--- config.mk ---
export PLATFORM = sky130hd
export DESIGN_NAME = trimmed_mean_decimator_unit
export DESIGN_NICKNAME = d
export VERILOG_FILES = /design/src/rtl/tmd_pkg.sv /design/src/rtl/tmd_accum.sv /design/src/rtl/tmd_div.sv /design/src/rtl/trimmed_mean_decimator_unit.sv
export SDC_FILE = /design/constraint.sdc
export NUM_CORES = 1
export LEC_CHECK = 0
export BUFFER_PORTS_ARGS = -buffer_cell sky130_fd_sc_hd__buf_2
export CORE_ASPECT_RATIO = 0.5
export CORE_MARGIN = 2
export CORE_UTILIZATION = 40
export CTS_BUF_LIST = sky130_fd_sc_hd__clkbuf_8
export CTS_CLUSTER_DIAMETER = 30
export DETAILED_ROUTE_END_ITERATION = 10
export GPL_TIMING_DRIVEN = 0
export PLACE_DENSITY = 0.52
export SYNTH_ARGS = -nofsm -noshare
export SYNTH_HDL_FRONTEND = slang
export SYNTH_SLANG_ARGS = --single-unit
--- constraint.sdc ---
create_clock -name clock -period 10.7 [get_ports clock]
set_clock_uncertainty 0.2 [all_clocks]
set_input_delay 2.14 -clock clock [delete_from_list [all_inputs] [get_ports clock]]
set_output_delay 2.14 -clock clock [all_outputs]
set_load 0.01 [all_outputs]
--- src/rtl/tmd_pkg.sv ---
`default_nettype none

package tmd_pkg;

   // sample and result width, unsigned Q12.4
   localparam int unsigned SampleW = 16;

   // default number of samples per block
   localparam int unsigned BlockLenDefault = 5;

   // running minimum start value
   localparam logic [SampleW-1:0] MinStart = {SampleW{1'b1}};

   // running maximum start value
   localparam logic [SampleW-1:0] MaxStart = '0;

endpackage

`default_nettype wire

--- src/rtl/tmd_accum.sv ---
`default_nettype none

module tmd_accum
   import tmd_pkg::*;
#(
   parameter int unsigned BLOCK_LEN = BlockLenDefault,
   localparam int unsigned CntW = $clog2(BLOCK_LEN),
   localparam int unsigned SumW = SampleW + $clog2(BLOCK_LEN)
) (
   input  wire logic               clock,
   input  wire logic               reset,
   // sample transfer
   input  wire logic               smp_valid,
   output logic                    smp_ready,
   input  wire logic [SampleW-1:0] smp_data,
   // finished block toward the divide stage
   output logic                    blk_valid,
   input  wire logic               blk_ready,
   output logic [SumW-1:0]         blk_sum,
   output logic [SampleW-1:0]      blk_max,
   output logic [SampleW-1:0]      blk_min
);

   logic [SumW-1:0]    sum_ff, sum_in;
   logic [SampleW-1:0] max_ff, max_in;
   logic [SampleW-1:0] min_ff, min_in;
   logic [CntW-1:0]    cnt_ff, cnt_in;
   logic               blk_valid_ff, blk_valid_in;
   logic [SumW-1:0]    blk_sum_ff, blk_sum_in;
   logic [SampleW-1:0] blk_max_ff, blk_max_in;
   logic [SampleW-1:0] blk_min_ff, blk_min_in;

   logic               take;
   logic               last;
   logic [SumW-1:0]    sum_upd;
   logic [SampleW-1:0] max_upd;
   logic [SampleW-1:0] min_upd;

   // a sample may enter when the block slot is free or drains this cycle
   assign smp_ready = !blk_valid_ff || blk_ready;
   assign take      = smp_valid && smp_ready;
   assign last      = (cnt_ff == CntW'(BLOCK_LEN - 1));

   // running statistics including the new sample
   assign sum_upd = sum_ff + SumW'(smp_data);
   assign max_upd = (smp_data > max_ff) ? smp_data : max_ff;
   assign min_upd = (smp_data < min_ff) ? smp_data : min_ff;

   // next state of the running block and the hand-off slot
   always_comb begin
      sum_in       = sum_ff;
      max_in       = max_ff;
      min_in       = min_ff;
      cnt_in       = cnt_ff;
      blk_valid_in = blk_valid_ff && !blk_ready;
      blk_sum_in   = blk_sum_ff;
      blk_max_in   = blk_max_ff;
      blk_min_in   = blk_min_ff;
      if (take) begin
         if (last) begin
            sum_in       = '0;
            max_in       = MaxStart;
            min_in       = MinStart;
            cnt_in       = '0;
            blk_valid_in = 1'b1;
            blk_sum_in   = sum_upd;
            blk_max_in   = max_upd;
            blk_min_in   = min_upd;
         end else begin
            sum_in = sum_upd;
            max_in = max_upd;
            min_in = min_upd;
            cnt_in = cnt_ff + CntW'(1);
         end
      end
   end

   always_ff @(posedge clock) begin
      if (reset) begin
         sum_ff       <= '0;
         max_ff       <= MaxStart;
         min_ff       <= MinStart;
         cnt_ff       <= '0;
         blk_valid_ff <= 1'b0;
      end else begin
         sum_ff       <= sum_in;
         max_ff       <= max_in;
         min_ff       <= min_in;
         cnt_ff       <= cnt_in;
         blk_valid_ff <= blk_valid_in;
      end
      blk_sum_ff <= blk_sum_in;
      blk_max_ff <= blk_max_in;
      blk_min_ff <= blk_min_in;
   end

   assign blk_valid = blk_valid_ff;
   assign blk_sum   = blk_sum_ff;
   assign blk_max   = blk_max_ff;
   assign blk_min   = blk_min_ff;

endmodule

`default_nettype wire

--- src/rtl/tmd_div.sv ---
`default_nettype none

module tmd_div
   import tmd_pkg::*;
#(
   parameter int unsigned BLOCK_LEN = BlockLenDefault,
   localparam int unsigned SumW = SampleW + $clog2(BLOCK_LEN)
) (
   input  wire logic               clock,
   input  wire logic               reset,
   // finished block from the accumulator
   input  wire logic               blk_valid,
   output logic                    blk_ready,
   input  wire logic [SumW-1:0]    blk_sum,
   input  wire logic [SampleW-1:0] blk_max,
   input  wire logic [SampleW-1:0] blk_min,
   // result transfer
   output logic                    res_valid,
   input  wire logic               res_ready,
   output logic [SampleW-1:0]      res_data
);

   // divisor is the count of kept samples, at least one
   localparam int unsigned Div   = (BLOCK_LEN > 3) ? (BLOCK_LEN - 2) : 1;
   localparam int unsigned ShW   = $clog2(Div);
   localparam int unsigned Shift = SumW + ShW;
   localparam int unsigned MultW = SumW + 2;
   localparam int unsigned ProdW = SumW + MultW;
   // rounded-up reciprocal, exact floor for every operand below 2**SumW
   localparam logic [MultW-1:0] Mult = MultW'(((64'd1 << Shift) + Div - 1) / Div);

   logic               res_valid_ff, res_valid_in;
   logic [SampleW-1:0] res_data_ff, res_data_in;

   logic [SumW-1:0]    trimmed;
   logic [ProdW-1:0]   product;

   // drop one largest and one smallest sample
   assign trimmed = blk_sum - SumW'(blk_max) - SumW'(blk_min);

   // divide by the constant through the reciprocal
   assign product = ProdW'(trimmed) * ProdW'(Mult);

   assign blk_ready = !res_valid_ff || res_ready;

   // result register update
   always_comb begin
      res_valid_in = res_valid_ff && !res_ready;
      res_data_in  = res_data_ff;
      if (blk_valid && blk_ready) begin
         res_valid_in = 1'b1;
         res_data_in  = product[Shift +: SampleW];
      end
   end

   always_ff @(posedge clock) begin
      if (reset) begin
         res_valid_ff <= 1'b0;
      end else begin
         res_valid_ff <= res_valid_in;
      end
      res_data_ff <= res_data_in;
   end

   assign res_valid = res_valid_ff;
   assign res_data  = res_data_ff;

endmodule

`default_nettype wire

--- src/rtl/trimmed_mean_decimator_unit.sv ---
`default_nettype none

// Trimmed-mean decimator: takes one unsigned Q12.4 distance sample per
// transfer and groups the samples into blocks of BLOCK_LEN (3 to 16, default
// 5). On the last sample of each block it returns one result: the block sum
// minus one largest and one smallest sample, divided by BLOCK_LEN - 2 (by one
// when BLOCK_LEN is 3) and truncated. Zero samples count as ordinary samples.
// A sample is taken every cycle unless a finished block waits on a stalled
// result channel. The result of a block passes from the hand-off register
// after the accumulator to the result register after the reciprocal
// multiplier. There is no configuration.
module trimmed_mean_decimator_unit
   import tmd_pkg::*;
#(
   parameter int unsigned BLOCK_LEN = BlockLenDefault
) (
   input  wire logic        clock,
   input  wire logic        reset,
   // sample channel
   input  wire logic        req_tvalid,
   output logic             req_tready,
   input  wire logic [15:0] req_tdata,   // [15:0] sample
   // result channel
   output logic             rsp_tvalid,
   input  wire logic        rsp_tready,
   output logic [15:0]      rsp_tdata    // [15:0] filtered
);

   localparam int unsigned SumW = SampleW + $clog2(BLOCK_LEN);

   logic               blk_valid;
   logic               blk_ready;
   logic [SumW-1:0]    blk_sum;
   logic [SampleW-1:0] blk_max;
   logic [SampleW-1:0] blk_min;

   // running sum and extremes of the block being filled
   tmd_accum #(
      .BLOCK_LEN(BLOCK_LEN)
   ) u_accum (
      .clock     (clock),
      .reset     (reset),
      .smp_valid (req_tvalid),
      .smp_ready (req_tready),
      .smp_data  (req_tdata),
      .blk_valid (blk_valid),
      .blk_ready (blk_ready),
      .blk_sum   (blk_sum),
      .blk_max   (blk_max),
      .blk_min   (blk_min)
   );

   // trim, divide and hold the result
   tmd_div #(
      .BLOCK_LEN(BLOCK_LEN)
   ) u_div (
      .clock     (clock),
      .reset     (reset),
      .blk_valid (blk_valid),
      .blk_ready (blk_ready),
      .blk_sum   (blk_sum),
      .blk_max   (blk_max),
      .blk_min   (blk_min),
      .res_valid (rsp_tvalid),
      .res_ready (rsp_tready),
      .res_data  (rsp_tdata)
   );

endmodule

`default_nettype wire

==> results.yml, run 1 <==
routing:
  antenna_left: 0
  drt_pass1_iterations: 5
  routed_wl_mm: 25.7
  via_count: 7973
  drc: 0
  routed_via_density: 4.89
  drt_iter0_markers: 327
  wl_per_cell_um: 15.8
timing:
  rsz0062_at_grt: "false"
  period_minus_slack_ns: 9.76
  fin_setup_tns_ns: 0
  fin_ws_ns: 0.936
  finalSetupViolCount: 0
  final-hold-violation-count: 0
  whs_ns: 0.279
  finalCritPeriodShare: 0.913
  maxSlewHeadroom: 0.367
  worst_pin_slew_ns: 0.947
  slew_violations: 0
  fmax_mhz: 102
final_layout:
  diodes: 0
  layout-drive-gt1-share: 0.0895
  syn_to_final_growth_pct: 9.33
  final_nets: 1557
  final_core_util: 0.448
synthesis:
  ys_seq_area_frac: 0.261
  async_flop_share: 0
  synth_nets: 1500
  synth-edff-count: 67
  ys_types: 64
  syn_inst: 1170
  synth_seq_cells: 123
  dominantRegCellSynth: "edfxtp_1"
  syn-cell-area_sq_mm: 0.0120
  synth_warnings: 0
  syn-mean-instance-area_sq_um: 10.2
floorplan:
  fp.dieH_um: 126
  dieArea_sq_mm: 0.0315
  dieWidth_um: 249
  rows: 44
  ios: 38
  start_util: 0.410
  core_sq_mm: 0.0292
worst_setup_path:
  cp.arrival_ns: 9.76
  slowest_delay_ns: 0.63
  path_common_cell: "fa_1"
  critPathSlowestCell: "fa_1"
  crit_required_ns: 10.70
  worstSetupPathType: "reg2reg"
  startpoint_type: "flip-flop"
  cp-end-kind: "flip-flop"
  crit_fanout: 4
clocking:
  cts_resized: 0
  clkLatencyLatePin_ns: 0.46
  root_buffer: "clkbuf_8"
  htreeDepth: 4
  cts_tree: "built"
  cts_made_buffers: 17
  cts.sinks: 123
  ctsHoldBuffers: 0
  cts_max_path_buffers: 2
  cts.clk_slew.worst_paths_ns: 0.07
  postCtsSetupBuffers: 0
power_and_ir_drop:
  finalPower_mw: 2.50
  leakage_nw: 6.52
  ir_drop_uv: 115
  swShare: 0.409
  switchingPower_mw: 1.02
  p_seq_frac: 0.240
  pwr_density_cell_mw_per_mm2: 190
  comb_power_share: 0.582
  clkPwrFrac: 0.177
  internal_power_mw: 1.48
grt:
  grt_max_degree: 31
  grt_use_total: 0.176
  gr-total-overflow: 0
  grt_pass1_vias: 8554
  antenna_found_initial: 0
  grt_pass1_wl_mm: 43.4
placed_design:
  io_buffers: 36
  dp_hpwl_mm: 21.7
  routabilityCongestion: 0.837
  pre_cts_ws_ns: 0.195
flow_run:
  maxCapViolCount: 0
outcome:
  status: "completed"
min_path:
  min_path_type: "reg2reg"
registers in the layout (all words and copies together), names as in the netlist:
signal / cells
u_accum.blk_sum: 19
u_accum.sum_ff: 19
u_accum.blk_max: 16
u_accum.blk_min: 16
u_accum.max_ff: 16
u_accum.min_ff: 16
u_div.res_data: 16
u_accum.cnt_ff: 3
u_accum.blk_valid: 1
u_div.res_valid: 1
final timing paths:
path / from / endpoint / slack (ns) / cells past startpoint
max: u_accum.blk_sum[0] / u_div.res_data[15] / 0.94 / 33
min: u_accum.cnt_ff[1] / u_accum.cnt_ff[1] / 0.28 / 2
max reg2reg: u_accum.blk_sum[0] / u_div.res_data[15] / 0.94 / 33
min reg2reg: u_accum.cnt_ff[1] / u_accum.cnt_ff[1] / 0.28 / 2
routing by layer:
layer  up-vias  GRT usage  wire length, um
met5         -          0                0
li1       3983          -                -
met4         0     0.0485              378
met3        25     0.0334              971
met2       117      0.293            11800
met1      3848      0.236            12600
critical path: cells and delay by family (launching register included):
family | cells | cell delay [ns]
AND/OR/NAND/NOR | 3 | 0.67
XOR/XNOR | 1 | 0.12
AO/OA/AOI/OAI | 13 | 3.28
adder cells (fa/ha/maj) | 9 | 3.90
multiplexers | 1 | 0.38
flip-flops | 1 | 0.40
buffers and inverters | 6 | 0.53
area by class of cell:
class | instances | area, sq um
tap | 391 | 489
clock inverter | 13 | 151
fill | 2782 | 16100
inverter | 265 | 995
sequential | 123 | 3130
timing repair buffer | 38 | 205
multi-input combinational | 766 | 7780
buffer | 16 | 95.1
clock buffer | 19 | 262
through the flow:
stage	area [sq um]	instances
floorplan	12000	1170
global placement	12700	1597
detailed placement	12700	1598
CTS	13100	1630
global route	13100	1631
finish	13100	1631
cell families after synthesis:
| group | share of synthesized area |
|---|---|
| mux | 0.0313 |
| fa+ha+maj | 0.398 |
| buf+inv | 0.0909 |
| flops | 0.261 |
| simple gates | 0.0708 |
| compound gates | 0.112 |
| xor+xnor | 0.0357 |
Yosys cell counts, drive strengths merged (2+ instances only):
cell	instances	area, sq um
a2111o	2	22.5
a2111oi	2	36.3
a211o	2	17.5
a211oi	4	35.0
a21boi	4	30.0
a21o	27	205
a21oi	42	214
a221oi	2	23.8
a22o	23	201
a22oi	10	75.1
a31o	2	17.5
a31oi	6	43.8
and2	7	43.8
and3	4	25.0
buf	6	57.6
clkbuf	10	37.5
dfxtp	56	1120
edfxtp	67	2010
fa	119	2380
ha	191	2390
inv	265	995
mux2	17	225
mux2i	15	150
nand2	60	225
nand2b	12	75.1
nand3	11	55.1
nand4	8	50.1
nand4b	2	17.5
nor2	53	209
nor2b	9	56.3
nor3	11	55.1
nor3b	2	15.0
o211ai	3	27.5
o21a	8	60.1
o21ai	50	262
xnor2	32	280
xor2	16	148
power by group through the flow:
stage	combinational (mW)	clock, mW	sequential [mW]
after global routing	1.71	0.474	0.603
after detailed placement	1.48	0	0.610
after CTS	1.49	0.455	0.600
after floorplan	1.15	0	0.608
after global placement	1.46	0	0.610
final	1.45	0.443	0.600
placed cells by master, fill, tap and decap left out, drive strengths merged, types with 23 or more instances in the layout:
cell | Yosys | routed
a21o | 27 | 27
a21oi | 42 | 42
a22o | 23 | 23
buf | 6 | 43
clkbuf | 10 | 30
dfxtp | 56 | 56
edfxtp | 67 | 67
fa | 119 | 119
ha | 191 | 191
inv | 265 | 270
nand2 | 60 | 60
nor2 | 53 | 53
o21ai | 50 | 50
xnor2 | 32 | 32
Power figures use the tool's default switching activity.
==> run 2, diff against run 1 <==
--- a/config.mk
+++ b/config.mk
@@ -14,6 +14,7 @@
 export DETAILED_ROUTE_END_ITERATION = 10
 export GPL_TIMING_DRIVEN = 0
 export PLACE_DENSITY = 0.52
+export REMOVE_ABC_BUFFERS = 1
 export SYNTH_ARGS = -nofsm -noshare
 export SYNTH_HDL_FRONTEND = slang
 export SYNTH_SLANG_ARGS = --single-unit
==> results.yml, run 2 (synthesis results as in run 1) <==
final_layout:
  mostFrequentLayoutCell: "inv_1"
  diodes: 0
  final_cell_area_sq_mm: 0.0130
  layout-drive-gt1-share: 0.0905
  final_cell_mix: "267 x inv_1, 191 x ha_1, 119 x fa_1"
  final_nets: 1543
  syn_to_final_growth_pct: 8.22
routing:
  via_count: 7819
  routed_via_density: 4.84
  drt_iter0_markers: 307
  antenna_left: 0
  routed_wl_mm: 24.9
  drc: 0
  drt_pass1_iterations: 4
  wl_per_cell_um: 15.4
floorplan:
  rows: 44
  ios: 38
  dieWidth_um: 249
  start_util: 0.410
  fp.dieH_um: 126
  dieArea_sq_mm: 0.0315
  core_sq_mm: 0.0292
worst_setup_path:
  r2r_start: "u_accum.blk_sum[0]"
  crit_required_ns: 10.71
  startpoint_type: "flip-flop"
  critPathSlowestCell: "a2111oi_1"
  path_common_cell: "fa_1"
  crit_start: "u_accum.blk_sum[0]"
  cp-end-kind: "flip-flop"
  worstSetupPathType: "reg2reg"
  cp.arrival_ns: 9.93
  slowest_delay_ns: 0.95
  crit_fanout: 4
  rrSetupSlack_ns: 0.78
clocking:
  htreeDepth: 4
  cts_tree: "built"
  cts_made_buffers: 17
  cts.clk_slew.worst_paths_ns: 0.08
  cts_max_path_buffers: 2
  cts_resized: 0
  root_buffer: "clkbuf_8"
  ctsHoldBuffers: 0
  cts.sinks: 123
  postCtsSetupBuffers: 0
  clkLatencyLatePin_ns: 0.48
grt:
  grt_use_total: 0.171
  grt_max_degree: 30
  grt_pass1_wl_mm: 42.0
  gr-total-overflow: 0
  antenna_found_initial: 0
  grt_pass1_vias: 8299
outcome:
  status: "completed"
min_path:
  min_path_type: "reg2reg"
  hold_start: "u_accum.max_ff[4]"
power_and_ir_drop:
  switchingPower_mw: 1.04
  internal_power_mw: 1.39
  ir_drop_uv: 102
  p_seq_frac: 0.248
  pwr_density_cell_mw_per_mm2: 187
  comb_power_share: 0.601
  leakage_nw: 6.46
  clkPwrFrac: 0.151
  swShare: 0.426
timing:
  whs_ns: 0.288
  slew_violations: 0
  maxSlewHeadroom: 0.209
  worst_pin_slew_ns: 1.18
  finalSetupViolCount: 0
  final-hold-violation-count: 0
  rsz0062_at_grt: "false"
  fin_ws_ns: 0.779
  fmax_mhz: 101
  fin_setup_tns_ns: 0
  period_minus_slack_ns: 9.92
  finalCritPeriodShare: 0.927
placed_design:
  io_buffers: 37
  place_area_sq_mm: 0.0126
  routabilityCongestion: 0.867
  dp_hpwl_mm: 20.9
  pre_cts_ws_ns: 0.398
flow_run:
  maxCapViolCount: 0
## run 2: per-stage QoR
stage          utilization  power (mW)  std cells
2_1_floorplan            -        1.76       1154
4_1_cts              0.444        2.47       1617
6_report             0.444        2.43       1617
5_1_grt              0.444        2.72       1617
3_5_place_dp         0.432        2.09       1585
3_3_place_gp         0.430        2.06       1582
## run 2: per-layer routing
layer	GRT usage	up-vias	wire (um)
li1	-	3960	-
met1	0.236	3754	12700
met2	0.279	85	11200
met3	0.0246	20	658
met4	0.0531	0	366
met5	0	-	0
## run 2: worst paths after layout
kind / to / cells after the start
worst max-delay path: u_div.res_data[15] / 32
worst min-delay path: u_accum.max_ff[4] / 1
worst max register to register: u_div.res_data[15] / 32
worst min register to register: u_accum.max_ff[4] / 1
## run 2: worst max-delay path, delay by kind of cell (launching register included)
kind / cells / cell delay [ns]
compound gates: 13 / 3.65
flops: 1 / 0.42
fa+ha+maj: 9 / 3.98
simple gates: 3 / 0.61
buf+inv: 5 / 0.30
mux: 1 / 0.38
xor+xnor: 1 / 0.13
## run 2: area by class of cell
type                    instances  area, sq um
fillers                      2779        16300
multi-input cells             766         7790
flip-flops and latches        123         3130
inverters                     265          995
well taps                     391          489
repair buffers                 40          235
clock buffers                  17          234
clock inverters                15          100
## run 2: power groups by stage
stage	logic (mW)	registers [mW]	clock network (mW)
global placement	1.45	0.612	0
CTS	1.49	0.602	0.380
detailed placement	1.47	0.612	0
finish	1.46	0.602	0.367
floorplan	1.15	0.610	0
global route	1.72	0.605	0.400
